[config.mk]
export PLATFORM = sky130hd
export DESIGN_NAME = pvd_measure
export DESIGN_NICKNAME = d
export VERILOG_FILES = /design/src/hw/rtl/pvd_pkg.sv /design/src/hw/rtl/pvd_measure.sv
export SDC_FILE = /design/constraint.sdc
export NUM_CORES = 2
export LEC_CHECK = 0
export BUFFER_PORTS_ARGS = -buffer_cell sky130_fd_sc_hd__buf_2
export CAP_MARGIN = 40
export CORE_ASPECT_RATIO = 0.8
export CORE_MARGIN = 4
export CORE_UTILIZATION = 40
export CTS_CLUSTER_DIAMETER = 150
export DETAILED_ROUTE_END_ITERATION = 10
export PLACE_DENSITY = 0.58
export SYNTH_ARGS = -nofsm -noshare
export SYNTH_HDL_FRONTEND = slang
export SYNTH_SLANG_ARGS = --single-unit
export TNS_END_PERCENT = 5
[constraint.sdc]
create_clock -name clk -period 10.5 [get_ports clk]
set_input_delay 3.15 -clock clk [delete_from_list [all_inputs] [get_ports clk]]
set_output_delay 3.15 -clock clk [all_outputs]
set_load 0.01 [all_outputs]
[src/hw/rtl/pvd_pkg.sv]
`timescale 1ns / 1ps
// ----------------------------------------------------------------------------
// pvd_pkg
// shared types and constants of the polygon vertex decimation block
// ----------------------------------------------------------------------------
package pvd_pkg;

    localparam int MAX_POLY_VERTICES = 32;
    localparam int COORD_BITS        = 12;
    localparam int CFG_BITS          = 6;
    localparam logic [CFG_BITS-1:0] MAX_VERTICES_RESET = 6'd4;

    // register byte addresses
    localparam logic [1:0] ADDR_MAX_VERTICES = 2'd0;

    typedef struct packed {
        logic [COORD_BITS-1:0] vert_x;
        logic [COORD_BITS-1:0] vert_y;
        logic                  vert_last;
    } vert_in_t;

    typedef struct packed {
        logic [COORD_BITS-1:0] out_x;
        logic [COORD_BITS-1:0] out_y;
        logic                  out_last;
        logic                  overflow;
    } vert_out_t;

    typedef enum logic [2:0] {
        ST_LOAD,
        ST_CHECK,
        ST_SCAN,
        ST_REMOVE,
        ST_EMIT
    } pvd_state_t;

    // control from sequencer to the cell row
    typedef struct packed {
        logic load;      // write incoming vertex at the next free slot
        logic remove;    // close gap at the selected vertex
    } cell_ctrl_t;

endpackage

[src/hw/rtl/pvd_measure.sv]
`timescale 1ns / 1ps
// ----------------------------------------------------------------------------
// pvd_measure
// pipelined distance measure: cross magnitude and squared chord length
// ----------------------------------------------------------------------------
module pvd_measure #(
    parameter int COORD_W = pvd_pkg::COORD_BITS
) (
    input  logic               clk,
    input  logic [COORD_W-1:0] ax,
    input  logic [COORD_W-1:0] ay,
    input  logic [COORD_W-1:0] px,
    input  logic [COORD_W-1:0] py,
    input  logic [COORD_W-1:0] bx,
    input  logic [COORD_W-1:0] by,
    output logic [2*COORD_W+1:0] cross_abs,
    output logic [2*COORD_W+1:0] len2
);
    import pvd_pkg::*;

    localparam int DW = COORD_W + 1;
    localparam int PW = 2*COORD_W + 2;

    logic signed [DW-1:0] dx, dy, ex, ey;
    logic signed [DW-1:0] dx_reg, dy_reg, ex_reg, ey_reg;
    logic signed [PW:0]   c1_reg, c2_reg;
    logic [PW-1:0]        l1_reg, l2_reg;
    logic signed [PW:0]   c;

    assign dx = $signed({1'b0, bx}) - $signed({1'b0, ax});
    assign dy = $signed({1'b0, by}) - $signed({1'b0, ay});
    assign ex = $signed({1'b0, ay}) - $signed({1'b0, py});
    assign ey = $signed({1'b0, ax}) - $signed({1'b0, px});

    always_ff @(posedge clk)
    begin
        dx_reg <= dx;
        dy_reg <= dy;
        ex_reg <= ex;
        ey_reg <= ey;
        c1_reg <= (PW+1)'(dx_reg) * (PW+1)'(ex_reg);
        c2_reg <= (PW+1)'(dy_reg) * (PW+1)'(ey_reg);
        l1_reg <= PW'((PW+1)'(dx_reg) * (PW+1)'(dx_reg));
        l2_reg <= PW'((PW+1)'(dy_reg) * (PW+1)'(dy_reg));
    end

    assign c         = c1_reg - c2_reg;
    assign cross_abs = c[PW] ? PW'(-c) : PW'(c);
    assign len2      = l1_reg + l2_reg;

endmodule

* After elaboration in Yosys (flattened, before gate mapping)
Cells that the tools add are included.
** Operators by class
- Add/sub/neg operators :: 7
- Multiply operators :: 4
- Muxes and demuxes :: 1
** Operators by type and width (number)
- 13-bit by 13-bit multiplier with 26-bit output :: 4
- 12-bit by 12-bit subtractor with 13-bit output :: 4
- 26-bit by 26-bit subtractor with 27-bit output :: 1
- 26-bit adder :: 1
- 26-bit two-way mux :: 1
- 26-bit negator :: 1
** Storage, ports and cells
- Flip-flop bits (word level) :: 156
- Bits of input ports :: 73
- Output and inout bits :: 52
- Logic and storage cells :: 20

* Depth between registers and ports, before layout
- Word-level depth :: 3
- Gate-level depth with buffers :: 26
- Mapped depth without buffers :: 24

* Worst setup path before layout
Ideal clock, no wire load.
- Path type :: register to output
- Start :: reg c1_reg[0]
- End :: out cross_abs[25]
- Data arrival time :: 3236 ps
- Data required time :: 7350 ps
- Slack :: 4114 ps
- Cell stages (with the launch flop) :: 15
- Buffers on the path :: 0
- Cell sequence :: dfxtp_1 > inv_1 > ha_1 > inv_1 > fa_1 > a21o_1 > a41o_1 > nor4_2 > nor3_1 > o21ai_0 > or3b_1 > and4bb_2 > and4b_1 > o221a_1 > xor2_1
** On the way
- Word-level cells in the longest chain between the ends :: 3
** RTL lines
- start: declaration :: line pvd_measure.sv:26 : logic signed [PW:0] c1_reg, c2_reg;
- start signal: assignment :: line pvd_measure.sv:41 : c1_reg <= (PW+1)'(dx_reg) * (PW+1)'(ex_reg);
- 26-bit by 26-bit subtractor with 27-bit output * :: line pvd_measure.sv:47 : assign c = c1_reg - c2_reg;
- 26-bit negator :: line pvd_measure.sv:48 : assign cross_abs = c[PW] ? PW'(-c) : PW'(c);
- 26-bit two-way mux * :: line pvd_measure.sv:48
- end: declaration :: line pvd_measure.sv:16 : output logic [2*COORD_W+1:0] cross_abs,
Mark *: on every way between the ends. The rest lies on a longest branch, timed or not.

* Final worst setup path
Ends and elaborated chain as after synthesis.

==> parameters.txt <==
Parameter                              Value

Logic synthesis
  Sequential-to-total area share from yosys stat    9.53%
  Async set-or-reset flop fraction in the synthesized netlist    0%
  Mean cell area of the mapped netlist    between 9 and 10 um2
  Area fraction of the dominant cell type after synthesis    between 30% and 40%
  Post-Synthesis Net Count    roughly 4600
  Post-Synthesis Cells    between 3000 and 4000
  Number of enable flip-flop cells after synthesis    0
  Cell types occupying the most area after synthesis    sky130_fd_sc_hd__fa_1, sky130_fd_sc_hd__ha_1, sky130_fd_sc_hd__inv_1
  Synth Warn #    0
  Most frequently used flop master after synthesis    sky130_fd_sc_hd__dfxtp_1
  Post-Synthesis Cell Area    between 0.03 and 0.04 mm2
  Number of distinct standard cells referenced by the synthesized netlist    82
  Register bit total from synthesis    roughly 150
  Yosys top cell by area    sky130_fd_sc_hd__fa_1

Timing
  Accumulated negative setup slack    0 ps
  Total count of max-transition violations in the final report    0
  Slew Limit Headroom    between 30% and 40%
  Final-report hold violation count    0
  Highest achievable clock rate    roughly 140 MHz
  Actual slew at the worst max-slew pin    ~950 ps
  Clock Skews    between 15 and 20 ps
  Post-Route Hold Slack    between 600 and 700 ps
  Number of endpoints failing setup at the final stage    0
  RSZ-0062 raised after global routing    no
  Shortest clock period the worst path allows after layout    roughly 7400 ps
  Tcrit/Tclk final    a little over two thirds

Hold path
  Launch instance of the worst min-delay path    dy_reg[0]$_DFF_P_
  Type of the tightest min-delay check    flip-flop to flip-flop

Critical path
  Number of cells on the worst reg-to-reg path    17
  Worst Path Class, Setup    flip-flop to output pin
  Worst EP required    ~7400 ps
  End point of the critical path    cross_abs[25]
  Destination of the worst register-to-register timing path    c2_reg[25]$_DFF_P_
  Worst Setup SP    c1_reg[0]$_DFF_P_
  Critical register-to-register path startpoint    dy_reg[12]$_DFF_P_
  Worst Setup End Kind    output pin
  Internal reg-to-reg setup slack    between 3000 and 4000 ps
  Kind of launch point of the worst setup path    flip-flop
  Arrival time at the worst endpoint    4260 ps
  Worst-path maximum fanout    6

Global route
  Via count of the first global-routing pass    23400
  Maximum number of pins on one net before global-route repair    32
  Global route overflow    0
  First-pass GRT wire length    approximately 130000 um
  GRT Total Usage    19.0%
  Antenna violations before repair    5

Clocking
  Number of gates resized after cts    0
  Root cell of the clock tree    sky130_fd_sc_hd__clkbuf_16
  CTS tree    done
  Hold Buf Count CTS    0
  Setup Fix Bufs, Post-CTS    0
  Htree depth    4
  Cts bufs inserted    17
  Deepest clock path buffer count    2
  Worst skew pair latency    480 ps
  Number of clock sinks    approximately 150
  Clock transition time at the flip-flop clock pins of the worst setup and hold paths    roughly 80 ps

Place
  Gp weighted congestion    about 0.86
  Input/output buffers    around 120
  Detailed-placement wirelength estimate    about 66000 um

Run
  Max_cap viols    0

Layout
  Util after Layout    a little over two fifths
  Share of layout cells above drive strength 1    under 10%
  Area growth syn-to-layout    7.45%
  Layout net count    about 4700

Drt
  Length of the first detailed-routing pass in iterations    5
  Total length of routed wires    a little under 80000 um
  Wire per inst    16.6 um
  Routed vias    between 20000 and 25000
  Routed vias/inst    approximately 4.8
  Residual DRC count    0
  Detail Route Antenna Nets    0
  Initial DRC Count    1236

Die
  Die height    ~260 um
  Starting density of the core    between 40% and 50%
  Placeable Area    between 0.07 and 0.08 mm2
  I/O pin count    125
  Full die area    roughly 0.085 mm2
  Die Span X    326 um
  # rows    92

Outcome
  Status    finished, final reports clean
[cell usage after synthesis (all sizes together) (18+ instances only)]
cell type,count
a21boi,32
a21o,31
a21oi,87
a31oi,18
and2,192
and3,20
clkbuf,85
dfxtp,154
fa,614
ha,382
inv,857
nand2,339
nand2b,26
nand3,30
nor2,184
nor2b,42
nor3,34
o21a,18
o21ai,77
xnor2,144
xor2,40
[final cells by class]
cell class,instances,area [um2]
clock inverter,15,191
fill,7838,44700
tap,1034,1290
sequential,154,3080
clock buffer,17,425
multi-input combinational,2466,25700
timing repair buffer,156,862
inverter,858,3220
antenna,2,5.00
[layout by cell type (no fill, tap or decap), types with 13 or more instances in the layout]
| cell | Yosys | final |
|---|---|---|
| sky130_fd_sc_hd__and3_1 | 19 | 19 |
| sky130_fd_sc_hd__a21o_1 | 30 | 30 |
| sky130_fd_sc_hd__buf_4 | 2 | 26 |
| sky130_fd_sc_hd__a21boi_0 | 31 | 31 |
| sky130_fd_sc_hd__nor2b_1 | 42 | 42 |
| sky130_fd_sc_hd__nor3_1 | 34 | 34 |
| sky130_fd_sc_hd__buf_2 | 4 | 128 |
| sky130_fd_sc_hd__a31oi_1 | 16 | 16 |
| sky130_fd_sc_hd__inv_1 | 857 | 857 |
| sky130_fd_sc_hd__nand2_1 | 339 | 339 |
| sky130_fd_sc_hd__dfxtp_1 | 154 | 154 |
| sky130_fd_sc_hd__o21bai_1 | 13 | 13 |
| sky130_fd_sc_hd__a211oi_1 | 13 | 13 |
| sky130_fd_sc_hd__and2_1 | 189 | 189 |
| sky130_fd_sc_hd__nand3_1 | 30 | 30 |
| sky130_fd_sc_hd__nor2_1 | 184 | 184 |
| sky130_fd_sc_hd__fa_1 | 614 | 614 |
| sky130_fd_sc_hd__nand2b_1 | 26 | 26 |
| sky130_fd_sc_hd__a21oi_1 | 85 | 85 |
| sky130_fd_sc_hd__clkbuf_16 | 0 | 17 |
| sky130_fd_sc_hd__o21ai_0 | 74 | 74 |
| sky130_fd_sc_hd__xor2_1 | 40 | 40 |
| sky130_fd_sc_hd__ha_1 | 382 | 382 |
| sky130_fd_sc_hd__o21a_1 | 18 | 18 |
| sky130_fd_sc_hd__xnor2_1 | 144 | 144 |
[metal layers]
| layer | track usage, % | vias up | share of wire [%] | routed length [um] |
|---|---|---|---|---|
| li1 | - | 11000 | - | - |
| met1 | 29.9 | 11000 | 51 | 39600 |
| met2 | 26.9 | 517 | 40 | 31300 |
| met3 | 4.16 | 47 | 7.6 | 5930 |
| met4 | 3.21 | 2 | 1.3 | 1020 |
| met5 | 0 | - | 0.014 | 11 |
[through the flow]
step	std cells	cell area (um2)	setup slack [ps]
2_1_floorplan	3571	32300	4110
3_3_place_gp	4662	34100	3660
3_5_place_dp	4668	34100	3620
4_1_cts	4700	34700	3100
5_1_grt	4700	34700	2840
6_report	4702	34700	3090
[worst min-delay path by stage]
stage               cells after the start           endpoint  slack, ps
detailed placement                      1  l1_reg[0]$_DFF_P_        630
global placement                        1  l2_reg[0]$_DFF_P_        640
floorplan                               0  l1_reg[0]$_DFF_P_        330
finish                                  1  l2_reg[0]$_DFF_P_        650
CTS                                     1  l2_reg[0]$_DFF_P_        650
global route                            1  l2_reg[0]$_DFF_P_        670
[critical path, cell delays in order (launching register included)]
cell                       delay (ps)
sky130_fd_sc_hd__dfxtp_1          300
sky130_fd_sc_hd__inv_1             60
sky130_fd_sc_hd__ha_1             160
sky130_fd_sc_hd__inv_1             60
sky130_fd_sc_hd__fa_1             420
sky130_fd_sc_hd__a21o_1           230
sky130_fd_sc_hd__a41o_1           280
sky130_fd_sc_hd__o21ai_0          220
sky130_fd_sc_hd__nor2_1            80
sky130_fd_sc_hd__a31o_2           260
sky130_fd_sc_hd__o21ai_0          620
sky130_fd_sc_hd__and4bb_2         350
sky130_fd_sc_hd__and4b_1          220
sky130_fd_sc_hd__o221a_1          240
sky130_fd_sc_hd__xor2_1           140
sky130_fd_sc_hd__buf_2            140
[cell families after synthesis]
kind of cell	Yosys count	share of synthesized area, %
AO/OA/AOI/OAI	365	7.83
XOR/XNOR	184	4.98
adder cells (fa/ha/maj)	996	52.8
buffers and inverters	951	11.1
flip-flops	154	9.53
multiplexers	5	0.163
AND/OR/NAND/NOR	916	13.6
Power is not shown: default switching activity piles up to over one toggle a cycle in this logic, so the estimate is an artifact.
