`src/hw/rtl/pvd_pkg.sv`:
```
`timescale 1ns / 1ps
// ----------------------------------------------------------------------------
// pvd_pkg
// shared types and constants of the polygon vertex decimation block
// ----------------------------------------------------------------------------
package pvd_pkg;

    localparam int MAX_POLY_VERTICES = 32;
    localparam int COORD_BITS        = 12;
    localparam int CFG_BITS          = 6;
    localparam logic [CFG_BITS-1:0] MAX_VERTICES_RESET = 6'd4;

    // register byte addresses
    localparam logic [1:0] ADDR_MAX_VERTICES = 2'd0;

    typedef struct packed {
        logic [COORD_BITS-1:0] vert_x;
        logic [COORD_BITS-1:0] vert_y;
        logic                  vert_last;
    } vert_in_t;

    typedef struct packed {
        logic [COORD_BITS-1:0] out_x;
        logic [COORD_BITS-1:0] out_y;
        logic                  out_last;
        logic                  overflow;
    } vert_out_t;

    typedef enum logic [2:0] {
        ST_LOAD,
        ST_CHECK,
        ST_SCAN,
        ST_REMOVE,
        ST_EMIT
    } pvd_state_t;

    // control from sequencer to the cell row
    typedef struct packed {
        logic load;      // write incoming vertex at the next free slot
        logic remove;    // close gap at the selected vertex
    } cell_ctrl_t;

endpackage

```
`src/hw/rtl/pvd_cell.sv`:
```
`timescale 1ns / 1ps
// ----------------------------------------------------------------------------
// pvd_cell
// one vertex slot of the storage row; loads and closes gaps
// ----------------------------------------------------------------------------
module pvd_cell #(
    parameter int COORD_W = pvd_pkg::COORD_BITS
) (
    input  logic               clk,
    input  logic               load_en,
    input  logic               take_next,
    input  logic [COORD_W-1:0] load_x,
    input  logic [COORD_W-1:0] load_y,
    input  logic [COORD_W-1:0] next_x,
    input  logic [COORD_W-1:0] next_y,
    output logic [COORD_W-1:0] x,
    output logic [COORD_W-1:0] y
);
    import pvd_pkg::*;

    logic [COORD_W-1:0] x_reg;
    logic [COORD_W-1:0] y_reg;

    always_ff @(posedge clk)
    begin
        if (load_en)
        begin
            x_reg <= load_x;
            y_reg <= load_y;
        end
        else if (take_next)
        begin
            x_reg <= next_x;
            y_reg <= next_y;
        end
    end

    assign x = x_reg;
    assign y = y_reg;

endmodule

```
`config.mk`:
```
export PLATFORM = sky130hd
export DESIGN_NAME = pvd_cell
export DESIGN_NICKNAME = d
export VERILOG_FILES = /design/src/hw/rtl/pvd_pkg.sv /design/src/hw/rtl/pvd_cell.sv
export SDC_FILE = /design/constraint.sdc
export NUM_CORES = 1
export LEC_CHECK = 0
export BUFFER_PORTS_ARGS = -buffer_cell sky130_fd_sc_hd__buf_2
export CAP_MARGIN = 20
export CELL_PAD_IN_SITES_DETAIL_PLACEMENT = 0
export CELL_PAD_IN_SITES_GLOBAL_PLACEMENT = 1
export CORE_MARGIN = 2
export CORE_UTILIZATION = 29
export CTS_CLUSTER_DIAMETER = 80
export DETAILED_ROUTE_END_ITERATION = 10
export PLACE_DENSITY_LB_ADDON = 0.12
export SYNTH_ARGS = -nofsm -noshare
export SYNTH_HDL_FRONTEND = slang
export SYNTH_SLANG_ARGS = --single-unit
```
`constraint.sdc`:
```
create_clock -name clk -period 1.27 [get_ports clk]
set_input_delay 0 -clock clk [delete_from_list [all_inputs] [get_ports clk]]
set_output_delay 0 -clock clk [all_outputs]
set_load 0.02 [all_outputs]
```
# Word level (Yosys, flattened, before mapping)
# Cells that the tools add are included.
# op_classes
n_mux,4
reduce_logical,1
# ops
cell,n
12-bit 2-to-1 mux,4
2-bit nonzero test,1
# totals
regBits,24
inputBits,51
output_inout_bits,24
word_cells,7

# Longest topological paths before layout
# Gate-level depths: netlist (run 1).
# depth
depth_word,2
mapped_depth,3
ltp_nobuf,1

# Worst setup path before layout (run 1)
# Ideal clock, no wire load.
# synth_timing
path_kind,input port to flip-flop
start,input port load_en
end,register x_reg[0] (netlist: x[0]) (enable)
setup_ps,382
arrival_time_ps,845
required_ps,888
setup_slack_ps,43
stages,3
n_path_buf,2
cell_sequence,buf_6 -> buf_12 -> or2_1
# synth_via
elab_chain_len,1
# synth_rtl
item,line_no,rtl
from (decl),pvd_cell.sv:10,"input logic load_en,"
2-bit nonzero test (no source line),n/a,
to (signal assigned),pvd_cell.sv:28,x_reg <= load_x;
to (signal assigned),pvd_cell.sv:33,x_reg <= next_x;
to (decl),pvd_cell.sv:21,logic [COORD_W-1:0] x_reg;
# No other way between the ends.
# A chain may end at the register's enable or synchronous reset.

# Worst setup path in the final report (run 1)
# layout_timing
start,register y_reg[3] (netlist: y[3])
end,output port y[3]
# layout_rtl
item,line_no,rtl
from (decl),pvd_cell.sv:22,logic [COORD_W-1:0] y_reg;
from (signal assigned),pvd_cell.sv:29,y_reg <= load_y;
from (signal assigned),pvd_cell.sv:34,y_reg <= next_y;
to (decl),pvd_cell.sv:17,output logic [COORD_W-1:0] y
# No word-level cell between the ends.

==> results of run 1 <==
==> per-stage QoR <==
stage	utilization, %	cells	total power, mW	instance area (µm²)	hold slack, ns
final	43.7	179	2.05	1610	0.0348
after CTS	43.7	179	2.09	1610	0.0233
after global placement	41.8	175	1.42	1540	0.300
after global routing	43.7	179	2.15	1610	0.0171
after floorplan	-	52	1.26	1120	0.217
after detailed placement	41.8	175	1.43	1540	0.304
==> kinds of logic after synthesis <==
family / synth area share (%)
buffers and inverters: 4.58
muxes: 30.5
and+or+nand+nor: 0.559
DFF: 64.4
==> synth_stat cells <==
| cell type | count | area, µm² |
|---|---|---|
| sky130_fd_sc_hd__or2_1 | 1 | 6.26 |
| sky130_fd_sc_hd__mux2_4 | 19 | 285 |
| sky130_fd_sc_hd__buf_12 | 2 | 40.0 |
| sky130_fd_sc_hd__buf_6 | 1 | 11.3 |
| sky130_fd_sc_hd__edfxtp_1 | 24 | 721 |
| sky130_fd_sc_hd__mux2_2 | 5 | 56.3 |
==> report_power, final <==
group / switching (mW) / internal (mW) / total (mW)
Sequential: 0.0183 / 0.971 / 0.989
Combinational: 0.208 / 0.203 / 0.411
Clock: 0.232 / 0.421 / 0.653
Total: 0.458 / 1.59 / 2.05
==> cell type report <==
| type | instances | area share [%] |
|---|---|---|
| timing repair buffer | 78 | 25.6 |
| clock buffer | 3 | 2.56 |
| tap | 48 | 3.72 |
| sequential | 24 | 44.7 |
| multi-input combinational | 25 | 21.6 |
| clock inverter | 1 | 1.86 |
==> how the worst min path moves through the flow <==
stage                     slack [ns]  cells past startpoint  startpoint         endpoint
after detailed placement        0.30                      2   next_y[2]   y[2]$_DFFE_PP_
final                           0.03                      2   load_x[1]   x[1]$_DFFE_PP_
after floorplan                 0.22                      1  load_y[10]  y[10]$_DFFE_PP_
after global placement          0.30                      2   load_y[0]   y[0]$_DFFE_PP_
after CTS                       0.02                      2   load_x[1]   x[1]$_DFFE_PP_
after global routing            0.02                      2   load_y[8]   y[8]$_DFFE_PP_
==> metal layers <==
| metal | GRT usage [%] | up-vias | wire [µm] |
|---|---|---|---|
| li1 | - | 359 | - |
| met1 | 10.3 | 328 | 799 |
| met2 | 16.8 | 41 | 1050 |
| met3 | 3.41 | 2 | 212 |
| met4 | 2.30 | 0 | 12 |
| met5 | 0 | - | 0 |
==> results.md, run 1 <==
STA:
- The count of final max-slew check failures is 0.
- The worst path needs just over 0.8 ns of the cycle, external delays included.
- The number of endpoints with negative hold slack in the final report is 0.
- Based on the critical path, the design can be clocked at up to around 1.2 GHz.
- The share of the clock period used by the worst path is 63.9%.
- Setup repair after global routing left no endpoint under its margin.
- The number of endpoints failing setup at the final stage is 0.
- In this run the tightest slew margin relative to its limit is 85.8%.
- The final worst setup slack is between 0.4 and 0.5 ns.
- The setup TNS is 0 ns.
- For the pin with the worst max-slew slack, the measured transition is roughly 0.21 ns.

Power and ir drop:
- The power density over the cells is 1270 nW/µm².
- The analysis attributes to cell leakage a power of between 0.7 and 0.8 nW.
- IR analysis of the VDD net gives a maximum drop of around 840 µV.

Setup path:
- The capturing element of the worst setup path is y[3].
- The critical path starts at y[3]$_DFFE_PP_.
- The slowest cell on the critical path is sky130_fd_sc_hd__edfxtp_1.
- The type of the worst setup path is reg2out.
- The required arrival time at the worst endpoint is 1.27 ns.
- The worst setup path is captured at an output port.
- The logic depth of the worst path, buffers included is 1.
- The number of buffers and inverters on the critical path is 1.
- Along the worst path, the maximum fanout reaches 1.
- The data arrival time of the critical path is a little over 0.8 ns.
- The peak per-stage delay on the critical path is around 0.38 ns.
- The signal on the critical path passes through buf_2.
- The kind of cell with the highest combined delay on the critical path is flip-flops.
- STA classifies the critical path startpoint as a flip-flop.

Logic synthesis:
- The Yosys step of the flow raised 0 warnings.
- The part of the Yosys area used for sequential elements is between 60% and 70%.
- After synthesis the netlist holds a flip-flop and latch count of 24.
- Synthesis instantiated 6 different standard cells from the library.
- Synthesis handed over a netlist of 52 instances.
- Counting every net in the synthesized netlist gives 103.
- The average footprint of a synthesized cell is ~22 µm².
- The cell area after synthesis is around 1100 µm².

Layout:
- The filler cell count is around 370.
- The share of layout cells above drive strength 1 is between 80% and 90%.
- Leaving out fill and tap cells, the most frequent cells in the layout are 74 x sky130_fd_sc_hd__buf_2, 24 x sky130_fd_sc_hd__edfxtp_1, 19 x sky130_fd_sc_hd__mux2_4.
- The number of antenna diodes in the final layout is 0.
- Leaving out fill and tap cells, the most frequent cell in the layout is sky130_fd_sc_hd__buf_2.
- The register cell area after layout is 721 µm².
- In the final design database the tool counted approximately 180 nets.
- The area added between synthesis and finish is 44.0%.
- In the final layout, the multi-input gates occupy about 350 µm².

Global route:
- The number of antenna violations at the first check in global routing is 0.
- The via count of the first global-routing pass is 713.
- The total overflow left after global routing is 0.
- Across every metal layer, demand over resource in global routing totals a little under a tenth.
- The maximum number of pins on one net before global-route repair is 17.
- The first global-routing pass estimated about 3000 µm of wire.

Clock network:
- The buffer levels on the longest clock path is 2.
- In this run, post-CTS repair resized a total of 0 instances.
- In this run, post-CTS hold repair placed 0 buffers.
- The setup fix buffers added after clock tree synthesis is 0.
- The clock-pin transition on the worst setup and hold timing paths is around 0.080 ns.
- The number of clock buffers inserted by TritonCTS is 3.
- TritonCTS built the clock tree.
- The clock sink count is 24.
- In this run the number of H-tree levels came out at 1.
- The tree is rooted in a sky130_fd_sc_hd__clkbuf_8.

Floorplan:
- The boundary pin count is 75.
- In this run the vertical extent of the chip is about 66 µm.
- After floorplanning, the core was sized to cover around 3700 µm².
- The x dimension of the die is between 60 and 70 µm.
- The number of standard-cell rows in the floorplan is 22.
- The initial utilization of the core area, before any placement, comes to about 30%.
- The die covers ~4400 µm².

Run status:
- The run finished with clean final reports.

Placed design:
- At the end of routability-driven placement, the weighted congestion stood at about 0.67.
- The number of buffer cells added on primary ports is 74.
- OpenSTA, run right after detailed placement, puts the worst setup slack at ~0.24 ns.

Drt:
- For this run, design rule violations remaining after detail routing come to 0.
- The detailed router finished its first iteration with 41 violations.
- Dividing the detail-routed wire length by the instance count gives 11.6 µm.
- After detailed routing, the number of vias per cell comes to around 4.1.
- Before antenna repair, the detailed router went through 2 iterations.
- The final routed wirelength across all metal layers is 2070 µm.
- The post-route antenna net violation count is 0.
- The total number of vias is 730.

Run:
- The max-capacitance violation count is 0.

Min path:
- The path class of the tightest hold or removal check is in2reg.
No activity file was read; power rests on OpenSTA's default activity.
==> inputs of run 2 (changes only) <==
--- a/config.mk
+++ b/config.mk
@@ -10,7 +10,7 @@
 export CELL_PAD_IN_SITES_DETAIL_PLACEMENT = 0
 export CELL_PAD_IN_SITES_GLOBAL_PLACEMENT = 1
 export CORE_MARGIN = 2
-export CORE_UTILIZATION = 29
+export CORE_UTILIZATION = 32
 export CTS_CLUSTER_DIAMETER = 80
 export DETAILED_ROUTE_END_ITERATION = 10
 export PLACE_DENSITY_LB_ADDON = 0.12
==> constraint.sdc (replaced) <==
create_clock -name clk -period 0.8 [get_ports clk]
set_input_delay 0 -clock clk [delete_from_list [all_inputs] [get_ports clk]]
set_output_delay 0 -clock clk [all_outputs]
set_load 0.02 [all_outputs]
==> run 2 against run 1 <==
Compared with the run above:
- critical endpoint is now y[10]
- combinational power rose by 79%
- setup slack got worse by 0.55 ns
- critical path depth did not move
- sequential share of layout area fell by 0.88 points
- sequential power rose by 61%
- via count rose by 2.1%
- the run now ends with negative hold slack, negative setup slack left
- largest power group unchanged
- clock-buffer cell count did not move
- wire length rose by 6.7%
- critical path type unchanged
- total power rose by 38%
- clock power fell by 22%
- design area rose by 2.0%
==> results.md, run 2 (same netlist as run 1, synthesis figures left out) <==
Floorplan:
- The full die area is 3990 µm² (-8.8%).
- The die height is 63.2 µm (-4.5%).
- The boundary pin count was 75 (unchanged).
- The x dimension of the die is 63.2 µm (-4.5%).
- The number of standard-cell rows in the floorplan came to 21 (-4.5%).
- The initial cell density of the core is 33.6% (+3.2 points).
- The area of the core region is 3340 µm² (-9.5%).

Setup path:
- The required arrival time at the worst endpoint was 0.80 ns (-0.47 ns).
- The worst setup path is of the reg2out kind.
- Walking the worst path, the cells encountered are buf_6.
- The endpoint type of the worst setup path is an output port.
- The number of buffers and inverters on the critical path is 1 (unchanged).
- The slowest cell on the critical path is sky130_fd_sc_hd__edfxtp_1.
- The most critical setup path has its startpoint at y[10]$_DFFE_PP_.
- The peak fanout along the critical path is 1 (unchanged).
- The worst setup path is launched from a flip-flop.
- The data arrival time of the critical path is 0.89 ns (+0.08 ns).
- The kind of cell with the highest combined delay on the critical path is flip-flops.
- The peak per-stage delay on the critical path came to 0.43 ns (+0.05 ns).

Layout:
- The antenna diode instance count came to 0 (unchanged).
- The library cells used most frequently in the layout, excluding fill and tap cells, are 63 x sky130_fd_sc_hd__buf_2, 24 x sky130_fd_sc_hd__edfxtp_1, 19 x sky130_fd_sc_hd__mux2_4.
- The share of layout cells above drive strength 1 came to 80.2% (-0.76 points).
- The most frequent standard cell in the layout excluding fill and tap cells is sky130_fd_sc_hd__buf_2.
- The final design instance area without fill is 1650 µm² (+2.0%).
- The area added between synthesis and finish is 46.9%.
- The number of nets in the layout is 184 (+0.55%).

Drt:
- The number of remaining DRC errors was 0 (unchanged).
- The iteration-0 DRC count of the detailed router is 20 (-51%).
- The detailed-route vias per instance is 4.21 (+3.2%).
- The routed wire length on met2 is 1160 µm (+11%).
- The total number of vias is 745 (+2.1%).
- The final routed wirelength across all metal layers is 2210 µm (+6.7%).
- Routed signal wires occupy layers up through met3.
- The routed wire length on met3 came to 180 µm (-15%).
- The post-route antenna net violation count came to 0 (unchanged).
- The average wire per cell in the routed design is 12.5 µm (+7.9%).
- The count of TritonRoute iterations in the first routing pass is 3 (+1).
- The met1 wire length is 870 µm (+8.9%).

Placed design:
- The final HPWL from detailed placement is approximately 1800 µm.
- The number of buffer cells added on primary ports is 74 (unchanged).
- The final weighted congestion in routability-driven placement is 0.758 (+13%).
- The placed instance area was 1530 µm² (-0.49%).

Power and ir drop:
- The switching share of power is 25.3% (+3.0 points).
- The peak ir drop on the vdd network is 571 µV (-32%).
- The part of the total power dissipated in combinational logic is 25.9% (+5.9 points).
- The net switching power came to 0.717 mW (+56%).
- The sequential power share was 56.1% (+7.9 points).
- The leakage power is 0.779 nW (+0.92%).
- The internal power summed over all cells is 2.12 mW (+33%).
- The clock network fraction of total power came to 18.0% (-14 points).
- The power after layout is 2.83 mW (+38%).
- The power density over the cells is 1720 nW/µm² (+35%).

Min path:
- The beginning of the worst hold path is next_y[6].
- The class of the worst hold path is in2reg.

STA:
- Setup repair after global routing could not meet its margin everywhere.
- The measured slew at the worst slew-check pin is 0.332 ns (+0.119 ns).
- The post-route minimum period is between 0.8 and 0.9 ns.
- Timing would allow up to ~1.1 GHz.
- The count of final max-slew check failures is 0 (unchanged).
- The final worst hold slack is -0.0153 ns (-0.0501 ns).
- The number of endpoints failing setup at the final stage is 26 (+26).
- The setup TNS came to -1.19 ns (-1.19 ns).
- The number of endpoints with negative hold slack in the final report is 20 (+20).
- The final worst setup slack came to -0.0906 ns (-0.550 ns).
- The share of the clock period used by the worst path is 111%.
- The worst slew slack as a fraction of its limit is 77.9% (-7.9 points).

Global route:
- The global-route wire length before repair was 3290 µm (+9.4%).
- The overall global routing resource usage was 10.6% (+1.3 points).
- The total congestion overflow after global routing is 0 (unchanged).
- The via count of the first global-routing pass is 748 (+4.9%).
- The maximum number of pins on one net before global-route repair is 25 (+8).
- The number of antenna violations at the first check in global routing is 0 (unchanged).

Clock network:
- The clock-pin transition on the worst setup and hold timing paths is 0.13 ns (+0.05 ns).
- The number of clock buffers inserted by TritonCTS is 3 (unchanged).
- The number of H-tree levels is 1 (unchanged).
- The clock sink count is 24 (unchanged).
- The cell sitting at the root of the clock tree is a sky130_fd_sc_hd__clkbuf_4.
- The buffer levels on the longest clock path is 2 (unchanged).
- TritonCTS built the clock tree.

Run status:
- The flow ran to the end, but the final reports show violations.
- The final reports fail on negative hold slack, negative setup slack.

Run:
- The max-capacitance violation count is 0 (unchanged).
## run 2: through the flow
step	cells	utilization (%)	setup slack [ns]
after CTS	175	47.2	-0.106
after global routing	177	49.3	-0.128
after global placement	172	46.0	-0.0954
after floorplan	52	-	-0.0573
final	177	49.3	-0.0906
after detailed placement	172	46.0	-0.114
## run 2: path summary, 6_finish.rpt
kind / depth (start not counted) / slack, ns / end
worst min-delay path: 2 / -0.02 / y[6]$_DFFE_PP_
worst max-delay path: 1 / -0.09 / y[10]
## run 2: repair_timing
item                                   CTS  global route
setup endpoints to repair               24            24
endpoints found under the hold margin   23            22
buffers inserted                         0             0
resized for setup                        6            16
## run 2: power by group through the flow
stage / registers [mW] / logic [mW] / clock network, mW
after floorplan: 1.79 / 0.222 / 0
after global placement: 1.61 / 0.662 / 0
after detailed placement: 1.60 / 0.668 / 0
after CTS: 1.58 / 0.687 / 0.535
after global routing: 1.60 / 0.776 / 0.583
final: 1.59 / 0.734 / 0.511
## run 2: final cells by class
type | instances | area [µm²]
Tap cell | 46 | 57.6
Clock buffer | 3 | 22.5
Sequential cell | 24 | 721
Fill cell | 309 | 1690
Timing Repair Buffer | 79 | 494
Multi-Input combinational cell | 25 | 350
## run 2: per-layer routing
layer	global-route usage, %	vias to the layer above
li1	-	360
met1	12.5	351
met2	18.8	34
met3	3.39	0
met4	2.50	0
met5	0	-
==> inputs of run 3 (changes only) <==
--- a/config.mk
+++ b/config.mk
@@ -13,6 +13,7 @@
 export CORE_UTILIZATION = 32
 export CTS_CLUSTER_DIAMETER = 80
 export DETAILED_ROUTE_END_ITERATION = 10
+export MAX_ROUTING_LAYER = met4
 export PLACE_DENSITY_LB_ADDON = 0.12
 export SYNTH_ARGS = -nofsm -noshare
 export SYNTH_HDL_FRONTEND = slang
==> run 3 against run 2 <==
Compared with the run above:
- critical path depth is the same
- largest cell class unchanged
- clock power is essentially flat
- sequential power is essentially flat
- the run still ends with negative hold slack, negative setup slack left
- critical endpoint unchanged
- total power is essentially flat
- via count grew 0.54%
- core utilization is the same
- first-iteration DRC count is the same
- global-route usage grew 0.30 points
==> results.md, run 3 (same netlist as run 1, synthesis figures left out) <==
Run status:
- The flow ran to the end, but the final reports show violations.
- The checks that failed: negative hold slack, negative setup slack.

Drt:
- The detailed-route vias per instance is 4.23 (+0.54%).
- The post-route antenna net violation count is 0 (unchanged).
- The total number of vias is 749 (+0.54%).
- The average wire per cell in the routed design is 12.5 µm (+0.14%).
- The iteration-0 DRC count of the detailed router is 20 (unchanged).
- The number of remaining DRC errors is 0 (unchanged).
- The count of TritonRoute iterations in the first routing pass was 3 (unchanged).
- The final routed wirelength across all metal layers was 2210 µm (+0.14%).

Floorplan:
- The full die area came to 3990 µm² (unchanged).
- The x dimension of the die is 63.2 µm (unchanged).
- The area of the core region is 3340 µm² (unchanged).
- The die height was 63.2 µm (unchanged).
- The initial cell density of the core is 33.6% (unchanged).
- The number of standard-cell rows in the floorplan is 21 (unchanged).
- The boundary pin count is 75 (unchanged).

STA:
- The count of final max-slew check failures was 0 (unchanged).
- The share of the clock period used by the worst path came to 111% (about the same).
- The worst slew slack as a fraction of its limit is 77.9% (about the same).
- The number of endpoints with negative hold slack in the final report is 19 (-5.0%).
- The number of endpoints failing setup at the final stage was 26 (unchanged).
- The post-route minimum period is 0.891 ns (-0.0000617 ns).
- The final worst hold slack is -0.0153 ns (+0.0000505 ns).
- The maximum frequency from static timing analysis is 1.12 GHz (about the same).
- Setup repair after global routing could not meet its margin everywhere.
- The measured slew at the worst slew-check pin was 0.332 ns (+0.000335 ns).
- The final worst setup slack is -0.0906 ns (+0.0000617 ns).

Power and ir drop:
- The leakage power is 0.779 nW (unchanged).
- The power after layout is 2.83 mW (about the same).
- The peak ir drop on the vdd network is 571 µV (+0.12%).
- The power density over the cells is 1720 nW/µm² (about the same).

Placed design:
- The minimum setup slack after placement came to -0.114 ns (unchanged).
- The final HPWL from detailed placement was 1790 µm (unchanged).
- The count of placed standard cells including taps is 172 (unchanged).
- The number of buffer cells added on primary ports is 74 (unchanged).
- The final weighted congestion in routability-driven placement came to 0.768 (+1.3%).

Layout:
- The share of layout cells above drive strength 1 is 80.2% (unchanged).
- The most frequent standard cell in the layout excluding fill and tap cells is sky130_fd_sc_hd__buf_2.
- The fraction of the core area covered by cells at the end of the flow is 49.3% (unchanged).
- Leaving out fill and tap cells, the most frequent cells in the layout are 63 x sky130_fd_sc_hd__buf_2, 24 x sky130_fd_sc_hd__edfxtp_1, 19 x sky130_fd_sc_hd__mux2_4.
- The filler cell count is 309 (unchanged).
- The footprint of the multi-input gates came to 350 µm² (unchanged).
- The register cell area after layout is 721 µm² (unchanged).
- The antenna diode instance count is 0 (unchanged).
- The number of nets in the layout is 184 (unchanged).
- The number of non-filler instances in the completed layout was 177 (unchanged).
- The area added between synthesis and finish is 46.9% (unchanged).

Clock network:
- The buffer levels on the longest clock path was 2 (unchanged).
- The clock sink count is 24 (unchanged).
- The number of clock buffers inserted by TritonCTS is 3 (unchanged).
- The clock-pin transition on the worst setup and hold timing paths is 0.13 ns (about the same).
- The number of H-tree levels is 1 (unchanged).
- The CTS tree is built.
- In this run the clock root is driven by a sky130_fd_sc_hd__clkbuf_4.

Global route:
- The number of antenna violations at the first check in global routing was 0 (unchanged).
- The overall global routing resource usage came to 10.9% (+0.30 points).
- The total congestion overflow after global routing came to 0 (unchanged).
- The via count of the first global-routing pass is 747 (-0.13%).
- The global-route wire length before repair is 3290 µm (unchanged).
- The maximum number of pins on one net before global-route repair is 25 (unchanged).

Setup path:
- The capturing element of the worst setup path is y[10].
- The peak per-stage delay on the critical path is 0.43 ns (about the same).
- The required arrival time at the worst endpoint is 0.80 ns (about the same).
- The critical path goes through buf_6.
- The logic depth of the worst path, buffers included is 1 (unchanged).
- The data arrival time of the critical path was 0.89 ns (about the same).
- The peak fanout along the critical path is 1 (unchanged).
- The number of buffers and inverters on the critical path is 1 (unchanged).
- The kind of cell with the highest combined delay on the critical path is flip-flops.
- The most critical setup path has its startpoint at y[10]$_DFFE_PP_.
- The endpoint type of the worst setup path is an output port.
- The startpoint kind of the worst setup timing path is a flip-flop.
- The slowest cell on the critical path is sky130_fd_sc_hd__edfxtp_1.
- The critical path in this run is classified as reg2out.

Min path:
- The worst hold path belongs to the class in2reg.
- The number of instances on the worst hold path is 2 (unchanged).

Run:
- The max-capacitance violation count is 0 (unchanged).
## run 3: cell counts in the layout (fill, tap and decap cells not counted)
No cell type changed its count.
## run 3: power by group
group	leakage (nW)	switching [mW]	internal, mW
Clock	0.0138	0.335	0.176
Sequential	0.245	0.0463	1.54
Combinational	0.521	0.336	0.399
## run 3: metrics by stage
stage | hold WS, ns | area (µm²) | TNS [ns]
floorplan | 0.217 | 1130 | -1.38
global placement | 0.304 | 1530 | -2.20
detailed placement | 0.305 | 1530 | -2.66
CTS | -0.0267 | 1580 | -1.50
global route | -0.0357 | 1650 | -2.24
finish | -0.0153 | 1650 | -1.19
## run 3: how the worst min path moves through the flow
stage                     from              end
floorplan           load_y[10]  y[10]$_DFFE_PP_
global placement     next_x[6]   x[6]$_DFFE_PP_
detailed placement   next_x[8]   x[8]$_DFFE_PP_
CTS                  next_y[6]   y[6]$_DFFE_PP_
global route         next_y[2]   y[2]$_DFFE_PP_
finish               next_y[6]   y[6]$_DFFE_PP_
## run 3: layout make-up
type,instances,share of cell area [%]
repair buffers,79,30.0
multi-input cells,25,21.3
flip-flops and latches,24,43.8
clock buffers,3,1.37
well taps,46,3.50
## run 3: per-layer routing
metal	global-route usage [%]	part of all wire (%)	vias up
met5	-	0	-
met4	2.50	0	0
met3	3.04	7.7	0
met2	18.8	53	34
met1	12.7	40	355
li1	-	-	360
## run 3: repair_timing
action | CTS | global route
setup buffers | 0 | 0
resized for setup | 6 | 16
hold endpoints to repair | 23 | 22
endpoints found under the setup margin | 24 | 24
pin swaps | 0 | 0
